===== config.mk =====
export PLATFORM = sky130hd
export DESIGN_NAME = dma_channel_register_file
export DESIGN_NICKNAME = d
export VERILOG_FILES = /design/src/design/dmacrf_pkg.sv /design/src/design/dmacrf_decode.sv /design/src/design/dma_channel_register_file.sv
export VERILOG_INCLUDE_DIRS = /design/src /design/src/design
export SDC_FILE = /design/constraint.sdc
export NUM_CORES = 1
export LEC_CHECK = 0
export ABC_AREA = 0
export BUFFER_PORTS_ARGS = -buffer_cell sky130_fd_sc_hd__buf_4
export CAP_MARGIN = 10
export CORE_ASPECT_RATIO = 0.8
export CORE_UTILIZATION = 34
export DETAILED_ROUTE_END_ITERATION = 10
export PLACE_DENSITY_LB_ADDON = 0.12
export SKIP_LAST_GASP = 1
export SLEW_MARGIN = 20
export SYNTH_ARGS = -nofsm -noshare
export SYNTH_HDL_FRONTEND = slang
export SYNTH_SLANG_ARGS = --single-unit

===== constraint.sdc =====
create_clock -name clk -period 7.84 [get_ports clk]
set_clock_uncertainty 0.2 [all_clocks]
set_input_delay 1.568 -clock clk [delete_from_list [all_inputs] [get_ports clk]]
set_output_delay 1.568 -clock clk [all_outputs]
set_load 0.02 [all_outputs]

===== src/design/dma_channel_register_file_assert.svh =====
// Assertion macros used by the DMA channel register file top level.
`ifndef DMA_CHANNEL_REGISTER_FILE_ASSERT_SVH
`define DMA_CHANNEL_REGISTER_FILE_ASSERT_SVH
`ifndef SYNTHESIS
// Checked on every clock edge outside reset.
`define DMACRF_ASSERT(label, prop, msg) \
  label: assert property (@(posedge clk) disable iff (rst) prop) else $error(msg);
// Checked on every clock edge, reset included.
`define DMACRF_ASSERT_ALWAYS(label, prop, msg) \
  label: assert property (@(posedge clk) prop) else $error(msg);
`else
`define DMACRF_ASSERT(label, prop, msg)
`define DMACRF_ASSERT_ALWAYS(label, prop, msg)
`endif
`endif


===== src/design/dmacrf_pkg.sv =====
// Shared types and port constants for the DMA channel register file.
`timescale 1ns / 1ps
package dmacrf_pkg;

  // Register kind that a port decodes to
  typedef enum logic [3:0] {
    K_NONE,
    K_ADDR,
    K_COUNT,
    K_PAGE,
    K_SMASK,
    K_MODE,
    K_FFRST,
    K_MCLR,
    K_UNMASK,
    K_MMASK
  } kind_t;

  // Decoded access: kind, controller and channel
  typedef struct packed {
    kind_t      kind;
    logic       ctl;
    logic [2:0] ch;
  } dec_t;

  localparam int NUM_CH = 8;

  // Page register ports, indexed by channel
  localparam logic [7:0] PAGE_PORTS [NUM_CH] = '{
    8'h87, 8'h83, 8'h81, 8'h82, 8'h8f, 8'h8b, 8'h89, 8'h8a
  };

  // Controller 0 control ports
  localparam logic [7:0] SMASK_PORT0  = 8'h0a;
  localparam logic [7:0] MODE_PORT0   = 8'h0b;
  localparam logic [7:0] FFRST_PORT0  = 8'h0c;
  localparam logic [7:0] MCLR_PORT0   = 8'h0d;
  localparam logic [7:0] UNMASK_PORT0 = 8'h0e;
  localparam logic [7:0] MMASK_PORT0  = 8'h0f;

  // Controller 1 control ports
  localparam logic [7:0] SMASK_PORT1  = 8'hd4;
  localparam logic [7:0] MODE_PORT1   = 8'hd6;
  localparam logic [7:0] FFRST_PORT1  = 8'hd8;
  localparam logic [7:0] MCLR_PORT1   = 8'hda;
  localparam logic [7:0] UNMASK_PORT1 = 8'hdc;
  localparam logic [7:0] MMASK_PORT1  = 8'hde;

  // Controller 0 address/count ports span 0x00..0x07, controller 1 the even ports 0xc0..0xce
  localparam logic [7:0] CTL0_LAST_PORT = 8'h07;
  localparam logic [3:0] CTL1_PORT_HI   = 4'hc;

endpackage


===== src/design/dmacrf_decode.sv =====
// Port address decoder: maps an I/O port to register kind, controller and channel.
`timescale 1ns / 1ps
module dmacrf_decode import dmacrf_pkg::*; (
  input  logic [7:0] port,
  output dec_t       dec
);

  logic       page_hit;
  logic [2:0] page_ch;

  // Page register lookup
  always_comb begin
    page_hit = 1'b0;
    page_ch  = 3'd0;
    for (int i = 0; i < NUM_CH; i++) begin
      if (port == PAGE_PORTS[i]) begin
        page_hit = 1'b1;
        page_ch  = 3'(i);
      end
    end
  end

  // Kind, controller and channel
  always_comb begin
    dec.kind = K_NONE;
    dec.ctl  = 1'b0;
    dec.ch   = 3'd0;
    if (port <= CTL0_LAST_PORT) begin
      dec.kind = port[0] ? K_COUNT : K_ADDR;
      dec.ch   = {1'b0, port[2:1]};
    end else if (port[7:4] == CTL1_PORT_HI && !port[0]) begin
      dec.kind = port[1] ? K_COUNT : K_ADDR;
      dec.ctl  = 1'b1;
      dec.ch   = {1'b1, port[3:2]};
    end else if (page_hit) begin
      dec.kind = K_PAGE;
      dec.ctl  = page_ch[2];
      dec.ch   = page_ch;
    end else begin
      case (port)
        SMASK_PORT0:  dec.kind = K_SMASK;
        MODE_PORT0:   dec.kind = K_MODE;
        FFRST_PORT0:  dec.kind = K_FFRST;
        MCLR_PORT0:   dec.kind = K_MCLR;
        UNMASK_PORT0: dec.kind = K_UNMASK;
        MMASK_PORT0:  dec.kind = K_MMASK;
        SMASK_PORT1: begin
          dec.kind = K_SMASK;
          dec.ctl  = 1'b1;
        end
        MODE_PORT1: begin
          dec.kind = K_MODE;
          dec.ctl  = 1'b1;
        end
        FFRST_PORT1: begin
          dec.kind = K_FFRST;
          dec.ctl  = 1'b1;
        end
        MCLR_PORT1: begin
          dec.kind = K_MCLR;
          dec.ctl  = 1'b1;
        end
        UNMASK_PORT1: begin
          dec.kind = K_UNMASK;
          dec.ctl  = 1'b1;
        end
        MMASK_PORT1: begin
          dec.kind = K_MMASK;
          dec.ctl  = 1'b1;
        end
        default: dec.kind = K_NONE;
      endcase
      dec.ch = {dec.ctl, 2'b00};
    end
  end

endmodule


===== src/design/dma_channel_register_file.sv =====
// Top level of the two-controller, eight-channel DMA register file.
//
// Usage:
//   Input channel (in_valid / in_stall) carries one byte port access per
//   transfer: req_type (0 read, 1 write), port and wdata. Output channel
//   (out_valid / out_stall) returns one result per access: rdata (0 on
//   writes and on reads of control ports and unmodelled ports) and port_hit.
//   Path: an access is held in the input register, where the port is
//   decoded and the channel registers are read and updated. As it moves
//   on, its result is registered in the result register and waits there
//   until the receiver takes it. Throughput: one access per cycle unless
//   the receiver stalls; the single decode/update pass between the input
//   and result registers sets this figure.
//   Reset (rst, synchronous): all address, count, page and mode registers
//   clear, every channel is masked and both byte-pointer flip-flops point
//   at the low byte. Both pipeline registers empty.
//   When the receiver stalls, the held result stays on the output; one
//   more access is taken into the input register and then in_stall rises
//   until the result is taken. Register state changes only as an access
//   moves into the result register, so nothing is lost or repeated.
`timescale 1ns / 1ps
`include "dma_channel_register_file_assert.svh"
module dma_channel_register_file import dmacrf_pkg::*; (
  input  logic       clk,
  input  logic       rst,
  input  logic       in_valid,
  output logic       in_stall,
  input  logic       req_type,
  input  logic [7:0] port,
  input  logic [7:0] wdata,
  output logic       out_valid,
  input  logic       out_stall,
  output logic [7:0] rdata,
  output logic       port_hit
);

  // Input register
  logic       s1_valid;
  logic       s1_wr;
  logic [7:0] s1_port;
  logic [7:0] s1_wdata;

  // Channel state
  logic [15:0] base_address [NUM_CH];
  logic [15:0] word_count   [NUM_CH];
  logic [7:0]  page_byte    [NUM_CH];
  logic [5:0]  mode_bits    [NUM_CH];
  logic [NUM_CH-1:0] channel_masked;
  logic [1:0]  high_byte_next;

  dec_t        dec;
  logic        advance;
  logic        in_take;
  logic        cur_ptr;
  logic [2:0]  sel_idx;
  logic [15:0] sel_word;
  logic [7:0]  rdata_next;
  logic        port_hit_next;

  dmacrf_decode u_decode (
    .port (s1_port),
    .dec  (dec)
  );

  // Handshake: input register moves on when the result register is empty or being taken
  assign advance  = s1_valid && (!out_valid || !out_stall);
  assign in_stall = s1_valid && !advance;
  assign in_take  = in_valid && !in_stall;

  always_ff @(posedge clk) begin
    if (rst) begin
      s1_valid <= 1'b0;
    end else if (in_take) begin
      s1_valid <= 1'b1;
    end else if (advance) begin
      s1_valid <= 1'b0;
    end
  end

  always_ff @(posedge clk) begin
    if (in_take) begin
      s1_wr    <= req_type;
      s1_port  <= port;
      s1_wdata <= wdata;
    end
  end

  // Read path: byte pointer selects low or high half
  assign cur_ptr  = high_byte_next[dec.ctl];
  assign sel_idx  = {dec.ctl, s1_wdata[1:0]};
  assign sel_word = (dec.kind == K_ADDR) ? base_address[dec.ch] : word_count[dec.ch];

  always_comb begin
    rdata_next = 8'd0;
    if (!s1_wr) begin
      case (dec.kind)
        K_ADDR, K_COUNT: rdata_next = cur_ptr ? sel_word[15:8] : sel_word[7:0];
        K_PAGE:          rdata_next = page_byte[dec.ch];
        default:         rdata_next = 8'd0;
      endcase
    end
  end

  assign port_hit_next = (dec.kind != K_NONE);

  // Channel state update as the transfer completes its pass
  always_ff @(posedge clk) begin
    if (rst) begin
      for (int i = 0; i < NUM_CH; i++) begin
        base_address[i] <= 16'd0;
        word_count[i]   <= 16'd0;
        page_byte[i]    <= 8'd0;
        mode_bits[i]    <= 6'd0;
      end
      channel_masked <= '1;
      high_byte_next <= 2'b00;
    end else if (advance) begin
      case (dec.kind)
        K_ADDR: begin
          if (s1_wr) begin
            if (cur_ptr) base_address[dec.ch][15:8] <= s1_wdata;
            else         base_address[dec.ch][7:0]  <= s1_wdata;
          end
          high_byte_next[dec.ctl] <= !cur_ptr;
        end
        K_COUNT: begin
          if (s1_wr) begin
            if (cur_ptr) word_count[dec.ch][15:8] <= s1_wdata;
            else         word_count[dec.ch][7:0]  <= s1_wdata;
          end
          high_byte_next[dec.ctl] <= !cur_ptr;
        end
        K_PAGE: begin
          if (s1_wr) page_byte[dec.ch] <= s1_wdata;
        end
        K_SMASK: begin
          if (s1_wr) channel_masked[sel_idx] <= s1_wdata[2];
        end
        K_MODE: begin
          if (s1_wr) mode_bits[sel_idx] <= s1_wdata[7:2];
        end
        K_FFRST: begin
          if (s1_wr) high_byte_next[dec.ctl] <= 1'b0;
        end
        K_MCLR: begin
          if (s1_wr) begin
            if (dec.ctl) channel_masked[7:4] <= 4'hf;
            else         channel_masked[3:0] <= 4'hf;
            high_byte_next[dec.ctl] <= 1'b0;
          end
        end
        K_UNMASK: begin
          if (s1_wr) begin
            if (dec.ctl) channel_masked[7:4] <= 4'h0;
            else         channel_masked[3:0] <= 4'h0;
          end
        end
        K_MMASK: begin
          if (s1_wr) begin
            if (dec.ctl) channel_masked[7:4] <= s1_wdata[3:0];
            else         channel_masked[3:0] <= s1_wdata[3:0];
          end
        end
        default: ;
      endcase
    end
  end

  // Result register
  always_ff @(posedge clk) begin
    if (rst) begin
      out_valid <= 1'b0;
    end else if (advance) begin
      out_valid <= 1'b1;
    end else if (!out_stall) begin
      out_valid <= 1'b0;
    end
  end

  always_ff @(posedge clk) begin
    if (advance) begin
      rdata    <= rdata_next;
      port_hit <= port_hit_next;
    end
  end

  // Checks
  `DMACRF_ASSERT_ALWAYS(a_reset_empty,
    rst |=> (!out_valid && !s1_valid),
    "pipeline not empty after reset")
  `DMACRF_ASSERT(a_write_reads_zero,
    (advance && s1_wr) |=> (out_valid && rdata == 8'd0),
    "write transfer returned nonzero data")
  `DMACRF_ASSERT(a_ptr_toggle,
    (advance && (dec.kind == K_ADDR || dec.kind == K_COUNT))
      |=> (high_byte_next[$past(dec.ctl)] != $past(cur_ptr)),
    "byte pointer did not toggle")
  `DMACRF_ASSERT(a_mclr0,
    (advance && s1_wr && dec.kind == K_MCLR && !dec.ctl)
      |=> (channel_masked[3:0] == 4'hf && !high_byte_next[0]),
    "master clear on controller 0 incomplete")
  `DMACRF_ASSERT(a_mode_write,
    (advance && s1_wr && dec.kind == K_MODE)
      |=> (mode_bits[$past(sel_idx)] == $past(s1_wdata[7:2])),
    "mode bits not stored")

endmodule

==> impl_results.md, run 1 <==
* Layout Area Growth over Synthesis at 11.6%
* Routed len/inst at 26.5 um
* Most common cell after layout, fill and taps aside: edfxtp_1
* Fmax at 0.195 GHz
* Max Cap Viol at 0
* Worst r2r src: s1_port[5]
* Most frequent cells in the layout: 346 x edfxtp_1, 306 x and2_1, 134 x nor2_1
* Clock transition at path regs at around 0.060 ns
* Die width at 248 um
* Area share of the largest cell type after synthesis at between 60% and 70%
* LEAKAGE at between 6 and 7 nW
* Critical-path top delay cell: nand3_1
* Power Dens Cells at 223 nW/um2
* Placement Rows at 71
* CP cell instances: nor3_4 > nand3_1 > nand2_2 > nand3_1 > o22ai_1 > nor4_2 > a2111oi_0 > nor3_1
* Initial core utilization at between 30% and 40%
* Slew at the pin closest to its max-slew limit at 1.06 ns
* Mean Syn Cell Area at 12.1 um2
* Psw at 0.000958 W
* Mapped Area at between 15,000 and 20,000 um2
* Area leader, netlist: edfxtp_1
* Worst setup SP type: flop
* Primary FF master, synth: edfxtp_1
* Initial antenna violation count at 2
* Number of flops mapped to enable cells by yosys at between 300 and 400
* CTS H-tree lvls at 2
* Post-route DRC at 0
* CP endpoint kind: flop
* Number of synthesized register bits at 350
* Min cycle time layout at 5.13 ns
* Switching Share at 23.3%
* Aggregate negative setup slack at 0 ns
* VDD IR max at 0.135 mV
* Max Buffers Root-to-Sink at 3
* Worst hold path class: flop to flop
* First-pass GRT wire length at 76,900 um
* Vias in the first global route at 10.9k
* All-layer global routing usage at 21.6%
* Hold_sp: s1_valid
* Filler Cell Count at between 4k and 5k
* Port buffer count at 31
* Sequential share of the synthesized area at approximately 63%
* Critical path class: flop to flop
* Final Cell Area at 18,400 um2
* Die area at 49,500 um2
* GRT overflow at 0
* Fin. max-slew vios at 0
* Gate Count Post-Synth at 1,365
* Tcrit/Tclk final at 65.4%
* CTS Hold Buffers Added at 0
* Worst skew pair latency at 0.54 ns
* First drt pass iteration count at 9
* Placed Area at 17,300 um2
* Largest net degree at the start of global routing at 55
* Post-route ant nets at 0
* Comb pwr share at between 5 and 6%
* Num CTS Buffers at 38
* Synth area leaders: edfxtp_1 63%, and2_1 12%, nor2_1 3.0%
* CP max stage delay at 0.90 ns
* CTS Sinks at 350
* Crit path DAT at between 5 and 6 ns
* Max FO, Critical Path at 27
* Root buffer cell: clkbuf_16
* Synthesized net count at about 1.4k
* Synth warn at 0
* Ports at 32
* Setup violators final at 0
* Die Y at 199 um
* Asr flop ratio synth at 0%
* Int Power at 0.00316 W
* TritonCTS clock tree: built
* Nets at 1,386
* Worst EP required at 7.89 ns
* Layout cell share with drive strength beyond 1 at 13.1%
* Final WL at 53,400 um
* Crit path launch: s1_port[5]
* Vias after detailed routing at 11.0k
* Vias per cell at 5.48
* Post-DP HPWL at between 30,000 and 40,000 um
* Clk network pwr share at 42.0%
* Cell mode on critical path: nand3_1
* Relative slew slack at 29.3%
* Post-CTS setup buffer count at 0
* Distinct cell type count after synthesis at 85
* RSZ-0062 raised after global routing: false
* Final Hold Vio Count at 0
* Initial DRC Count at between 1k and 1.5k
* Sequential cell fraction of total power at 52.4%
* CTS resizes at 0
* Status: finished clean
* Core area at 47,400 um2
* Final GP Congestion at around 0.85
layer usage:
metal	part of all wire (%)	up-vias	track usage (%)
li1	-	4976	-
met3	7.9	77	4.65
met1	46	5587	30.9
met2	43	397	32.8
met4	2.7	2	6.33
met5	0.024	-	0
stage by stage:
stage | hold WS (ns) | setup slack (ns) | utilization, % | power, W | cells
3_3_place_gp | 0.306 | 2.51 | 36.4 | 0.00243 | 1945
2_1_floorplan | 0.251 | 4.18 | - | 0.00231 | 1365
6_report | 0.297 | 2.71 | 38.9 | 0.00412 | 2016
3_5_place_dp | 0.284 | 2.85 | 36.4 | 0.00243 | 1945
5_1_grt | 0.334 | 2.47 | 38.8 | 0.00422 | 2014
4_1_cts | 0.299 | 2.83 | 38.8 | 0.00414 | 2014
flip-flops by register name, summed over array words and instances, names as in the netlist, 2 cells and up:
name / cells
s1_port: 8
page_byte: 64
rdata: 8
s1_wdata: 8
word_count: 128
base_address: 128
high_byte_next: 2
power groups by stage:
stage	registers [W]	clock network (W)	logic (W)
final	0.00216	0.00173	0.000233
after global routing	0.00216	0.00181	0.000249
after CTS	0.00216	0.00175	0.000234
after detailed placement	0.00219	0	0.000233
after global placement	0.00220	0	0.000233
after floorplan	0.00218	0	0.000134
final cells by class:
cell class | count | area [um2] | share of cell area [%]
inverters | 4 | 15.0 | 0.0815
diodes | 2 | 5.00 | 0.0272
repair buffers | 52 | 390 | 2.12
clock buffers | 47 | 1050 | 5.69
multi-input cells | 919 | 5610 | 30.4
flip-flops and latches | 350 | 10500 | 56.8
clock inverters | 22 | 121 | 0.658
well taps | 620 | 776 | 4.21
worst max-delay path, delay by kind of cell (launching register included):
| kind | cells | cell delay, ns |
|---|---|---|
| AO/OA/AOI/OAI | 2 | 1.11 |
| flip-flops | 1 | 0.60 |
| AND/OR/NAND/NOR | 6 | 2.88 |
cell families (layout without fill, tap and decap cells):
logic type | Yosys count | after routing | share of synthesized area [%]
AND/OR/NAND/NOR | 698 | 698 | 24.0
flip-flops | 350 | 350 | 63.4
AO/OA/AOI/OAI | 205 | 205 | 8.85
buffers and inverters | 96 | 125 | 2.76
multiplexers | 15 | 15 | 0.947
XOR/XNOR | 1 | 1 | 0.0530
other | 0 | 2 | 0
cells in the mapped netlist, types with 7 or more instances:
master	n
o21ai_0	35
edfxtp_1	346
nor2_4	8
buf_2	31
clkbuf_1	48
and3_1	23
nor2_1	134
and2_1	306
o221ai_1	15
a31oi_1	10
a2bb2oi_1	7
or2_2	39
nor4_1	12
mux2i_1	12
nor3_1	21
o22ai_1	55
a21oi_1	23
a211oi_1	7
nand3_1	21
nand2_1	82
worst paths after layout:
kind / slack, ns / depth (start not counted) / to
worst min register to register: 0.30 / 2 / out_valid
worst max register to register: 2.71 / 8 / rdata[2]
worst min-delay path: 0.30 / 2 / out_valid
worst max-delay path: 2.71 / 8 / rdata[2]
(Power assumes the default switching activity.)
==> run 2: changes to the inputs <==
==> constraint.sdc (replaced) <==
create_clock -name clk -period 4.7 [get_ports clk]
set_clock_uncertainty 0.2 [all_clocks]
set_input_delay 0.94 -clock clk [delete_from_list [all_inputs] [get_ports clk]]
set_output_delay 0.94 -clock clk [all_outputs]
set_load 0.02 [all_outputs]
==> impl_results.md, run 2 (synthesized netlist as in run 1, its figures left out) <==
* Initial DRC Count at around 1.1k
* Die area at 49,500 um2
* Root buffer cell: clkbuf_16
* Final core area utilization at 39.3%
* Vias in the first global route at 10.9k
* Relative slew slack at 25.4%
* Fmax at roughly 0.22 GHz
* Vias per cell at 5.48
* Aggregate negative setup slack at 0 ns
* CP bufs+invs at 1
* VDD IR max at 0.209 mV
* Initial core utilization at about a third
* Most common cell after layout, fill and taps aside: edfxtp_1
* Ports at 32
* CP delay by family, top: simple AND/OR/NAND/NOR gates
* Num CTS Buffers at 39
* Max FO, Critical Path at 26
* First drt pass iteration count at 7
* Final Hold Vio Count at 0
* CTS Sinks at 350
* CP cell instances: nor3_4 > nand3_1 > a31o_2 > nand3_2 > buf_4 > o22ai_1 > nor4_1 > a311oi_1 > a31oi_1
* Routed len/inst at 27.2 um
* LEAKAGE at 6.71 nW
* Worst hold path class: flop to flop
* Placed Area at 17,400 um2
* Worst skew pair latency at 0.54 ns
* Setup violators final at 0
* Die width at 248 um
* Port buffer count at 31
* CP max stage delay at 0.88 ns
* RSZ-0062 raised after global routing: false
* Most frequent cells in the layout: 346 x edfxtp_1, 306 x and2_1, 134 x nor2_1
* Largest registers: base_address (128), word_count (128), page_byte (64)
* Tcrit/Tclk final at just under 100%
* GRT overflow at 0
* Post-route DRC at 0
* First-pass GRT wire length at 79,700 um
* Worst setup SP type: flop
* Final hold slack at just over 0.3 ns
* Post-CTS setup buffer count at 0
* Layout Area Growth over Synthesis at 13.0%
* Die Y at 199 um
* Final WL at 55,400 um
* Final GP Congestion at 0.866
* All-layer global routing usage at 22.5%
* Crit path DAT at 4.69 ns
* Clock transition at path regs at 0.06 ns
* Nets at 1,412
* Worst EP required at 4.87 ns
* TritonCTS clock tree: built
* Placement Rows at 71
* Post-DP HPWL at 36,500 um
* Status: finished clean
* Max Cap Viol at 0
* Power Dens Cells at 376 nW/um2
* Critical-path top delay cell: nor4_1
* Core area at 47,400 um2
* Slew at the pin closest to its max-slew limit at between 1 and 1.5 ns
* Initial antenna violation count at 3
* Max Buffers Root-to-Sink at 3
* Filler Cell Count at 4,602
* Final Cell Area at 18,700 um2
* CTS resizes at 0
* CTS Hold Buffers Added at 0
* Post-route ant nets at 0
* Fin. max-slew vios at 0
* CP endpoint kind: flop
* CTS H-tree lvls at 2
* Vias after detailed routing at 11.2k
* Largest net degree at the start of global routing at 41
* Min cycle time layout at 4.52 ns
* Critical path class: flop to flop
* Layout cell share with drive strength beyond 1 at 14.3%
[run 2: changes by cell type in the layout (fill, tap and decap cells not counted), sizes merged]
cell | previous run | this run
bufinv | 1 | 3
clkinv | 20 | 9
buf | 52 | 77
clkbuf | 47 | 53
diode | 2 | 1
[run 2: power by group]
part           switching (W)  internal [W]
logic               0.000285      0.000105
clock network        0.00126       0.00175
registers          0.0000790       0.00354
total                0.00162       0.00539
[run 2: worst register-to-register path, cell delays in order (launching register included)]
cell and delay (ns):
edfxtp_1 0.60, nor3_4 0.50, nand3_1 0.39, a31o_2 0.49, nand3_2 0.54, buf_4 0.32, o22ai_1 0.11, nor4_1 0.88
a311oi_1 0.09, a31oi_1 0.25
[run 2: path summary, 6_finish.rpt]
| check | from | to | slack (ns) | cells after the start |
|---|---|---|---|---|
| setup reg to reg | s1_port[5] | rdata[3] | 0.18 | 9 |
| setup / recovery | s1_port[5] | rdata[3] | 0.18 | 9 |
| hold / removal | s1_valid | out_valid | 0.30 | 2 |
| hold reg to reg | s1_valid | out_valid | 0.30 | 2 |
[run 2: area by class of cell]
class	count	area (um2)	area share (%)
Antenna cell	1	2.50	0.0134
Clock buffer	53	1070	5.74
Clock inverter	13	134	0.718
Inverter	4	15.0	0.0805
Multi-Input combinational cell	919	5600	30.0
Sequential cell	350	10500	56.1
Tap cell	620	776	4.16
Timing Repair Buffer	77	591	3.17
[run 2: metal layers]
layer | track usage (%) | routed length (um) | vias to the layer above | part of all wire, %
met5 | 0 | 0 | - | 0
met4 | 5.57 | 1130 | 0 | 2.0
met3 | 5.61 | 4420 | 69 | 8.0
met2 | 34.0 | 23900 | 409 | 43
met1 | 32.2 | 25900 | 5648 | 47
li1 | - | - | 5029 | -
[run 2: stage by stage]
step,setup WS (ns),power [W],std cells
after floorplan,1.64,0.00385,1365
after global placement,0.563,0.00407,1970
after detailed placement,0.484,0.00407,1970
after CTS,0.471,0.00704,2036
after global routing,0.133,0.00720,2036
final,0.183,0.00701,2037
==> run 3: changes to the inputs <==
--- a/config.mk
+++ b/config.mk
@@ -17,4 +17,5 @@
 export SLEW_MARGIN = 20
 export SYNTH_ARGS = -nofsm -noshare
 export SYNTH_HDL_FRONTEND = slang
+export SYNTH_HIERARCHICAL = 1
 export SYNTH_SLANG_ARGS = --single-unit
==> impl_results.md, run 3 <==
* Power Dens Cells at 371 nW/um2
* Worst skew pair latency at 0.54 ns
* Worst hold path class: flop to flop
* Port buffer count at 31
* Tcrit/Tclk final at about 91%
* Die Y at between 150 and 200 um
* Worst EP required at between 4 and 5 ns
* Ports at 32
* Final GP Congestion at 0.864
* TritonCTS clock tree: built
* Routed len/inst at 27.3 um
* Area leader, netlist: edfxtp_1
* Layout cell share with drive strength beyond 1 at about a fifth
* Die width at 247 um
* Mapped Area at 16,400 um2
* Asr flop ratio synth at 0%
* Placement Rows at 71
* Root buffer cell: clkbuf_16
* Min cycle time layout at 4.29 ns
* Post-route DRC at 0
* Sequential share of the synthesized area at 64.0%
* Synth warn at 6
* Critical path class: flop to flop
* Post-synth top cells: 346 x edfxtp_1, 323 x and2_1, 72 x nor2_1, 52 x clkbuf_1, 48 x a221oi_1
* Vias after detailed routing at between 10k and 15k
* RR Endpoint: rdata[1]
* Largest registers: base_address (128), word_count (128), page_byte (64)
* CP bufs+invs at 3
* PnR worst setup slack at ~0.41 ns
* Crit path DAT at 4.35 ns
* Relative slew slack at between 20% and 30%
* Vias per cell at 5.43
* Final Instance Count excl. Fillers at around 1.9k
* Post-CTS setup buffer count at 0
* First-pass GRT wire length at 75,600 um
* Number of flops mapped to enable cells by yosys at 346
* Placed Area at 17,600 um2
* Most frequent cells in the layout: 346 x edfxtp_1, 323 x and2_1, 101 x buf_4
* Worst setup SP type: flop
* RSZ-0062 raised after global routing: false
* Placed insts at 1,872
* Core area at between 40,000 and 50,000 um2
* Vias in the first global route at ~10k
* Met1 usage at 33.2%
* GRT busiest layer: met1
* Total power at 0.00698 W
* Flop-to-flop setup slack at 0.41 ns
* Mean Syn Cell Area at 13.2 um2
* Most frequent cell after synthesis: edfxtp_1
* Post-DP HPWL at 35,300 um
* Setup violators final at 0
* Primary FF master, synth: edfxtp_1
* Aggregate negative setup slack at 0 ns
* CTS H-tree lvls at 2
* Worst r2r src: s1_port[4]
* Clock transition at path regs at ~0.070 ns
* Fmax at 0.233 GHz
* CTS Sinks at 350
* Largest net degree at the start of global routing at 45
* CP max stage delay at 0.62 ns
* Layout Area Growth over Synthesis at 14.8%
* LEAKAGE at 6.72 nW
* Status: finished clean
* CP Depth at 12
* Initial antenna violation count at 2
* GRT overflow at 0
* Number of synthesized register bits at 350
* Filler Cell Count at 4,502
* Area share of the largest cell type after synthesis at 63.5%
* Slew at the pin closest to its max-slew limit at approximately 1.1 ns
* Max Cap Viol at 0
* GRT met2 Usage at 30.5%
* Critical-path top delay cell: or4b_1
* VDD IR max at 0.224 mV
* CP cell instances: or4b_1 > a21oi_1 > nor2_1 > o21ai_4 > buf_12 > buf_4 > mux2i_1 > o2bb2ai_1 > a221oi_1 > buf_4 > a211o_1 > o211ai_1
* GR Util met3 at 4.91%
* CP delay by family, top: compound AO/OA/AOI/OAI gates
* Num CTS Buffers at 38
* Hold Path Stages at 2
* Most common cell after layout, fill and taps aside: edfxtp_1
* Cells on worst reg2reg path at 12
* Pre-CTS setup slack at 0.182 ns
* Post-route ant nets at 0
* Cell mode on critical path: buf_4
* CP endpoint kind: flop
* Die area at about 49,000 um2
* Fin. max-slew vios at 0
* Synth area leaders: edfxtp_1 63%, and2_1 12%, mux2_2 2.8%
* Nets at 1,313
* All-layer global routing usage at 21.8%
* Gate Count Post-Synth at 1,236
* Final Cell Area at 18,800 um2
* Distinct cell type count after synthesis at 64
* Initial core utilization at 34.6%
* Initial DRC Count at 1,209
* Max Buffers Root-to-Sink at 3
* Final Hold Vio Count at 0
* Final WL at 52,800 um
* First drt pass iteration count at 6
* Synthesized net count at 1,257
* CP Capture Point: rdata[1]
* Crit path launch: s1_port[4]
* Max FO, Critical Path at 30
-- run 3: changes by cell type after synthesis, sizes merged, moves of 13 or more --
cell    delta
nor3      -16
mux4      +15
and3      -17
o221ai    -13
a221oi    +46
a22oi     +22
nor2      -70
mux2      +39
nand2     -53
o22ai     -48
and2      +17
-- run 3: where the power goes --
group          leakage, nW  internal [W]  switching (W)  total, W
sequential            3.58       0.00353      0.0000629   0.00360
clock                0.573       0.00169        0.00125   0.00293
combinational         2.57      0.000139       0.000309  0.000447
total                 6.72       0.00536        0.00162   0.00698
-- run 3: repair_timing --
action / CTS / global route
hold buffers: 0 / 0
hold endpoints to repair: 0 / 0
resized for setup: 0 / 1
endpoints found under the setup margin: 0 / 1
-- run 3: cell families after synthesis --
| group | after synthesis | share of synthesized area, % |
|---|---|---|
| compound gates | 183 | 8.34 |
| xor+xnor | 2 | 0.107 |
| buf+inv | 95 | 2.48 |
| flops | 350 | 64.0 |
| mux | 76 | 6.11 |
| simple gates | 530 | 19.0 |
-- run 3: metal layers --
| layer | share of wire, % | up-vias |
|---|---|---|
| met5 | 0 | - |
| met4 | 2.8 | 0 |
| met3 | 7.3 | 88 |
| met2 | 42 | 391 |
| met1 | 48 | 5363 |
| li1 | - | 4687 |
-- run 3: cell type report --
class,instances,area (um2),share of cell area [%]
flip-flops and latches,350,10500,55.7
multi-input cells,791,5540,29.5
clock buffers,48,1050,5.60
repair buffers,103,798,4.25
well taps,620,776,4.13
clock inverters,16,126,0.672
inverters,8,30.0,0.160
diodes,2,5.00,0.0266
-- run 3: tightest hold or removal path, stage by stage, from the launching register on --
cell and delay (ns):
dfxtp_1 0.33, a21oi_1 0.04, nor2_1 0.07
-- run 3: worst min path at each step --
| stage | slack (ns) | to | start |
|---|---|---|---|
| floorplan | 0.24 | out_valid | s1_valid |
| global placement | 0.26 | out_valid | s1_valid |
| detailed placement | 0.27 | out_valid | s1_valid |
| CTS | 0.28 | out_valid | s1_valid |
| global route | 0.31 | out_valid | s1_valid |
| finish | 0.28 | out_valid | s1_valid |
-- run 3: metrics by stage --
step / hold WS [ns] / utilization [%]
after global routing: 0.312 / 39.8
after CTS: 0.285 / 39.7
after detailed placement: 0.271 / 37.3
after global placement: 0.256 / 37.3
after floorplan: 0.242 / -
final: 0.277 / 39.8
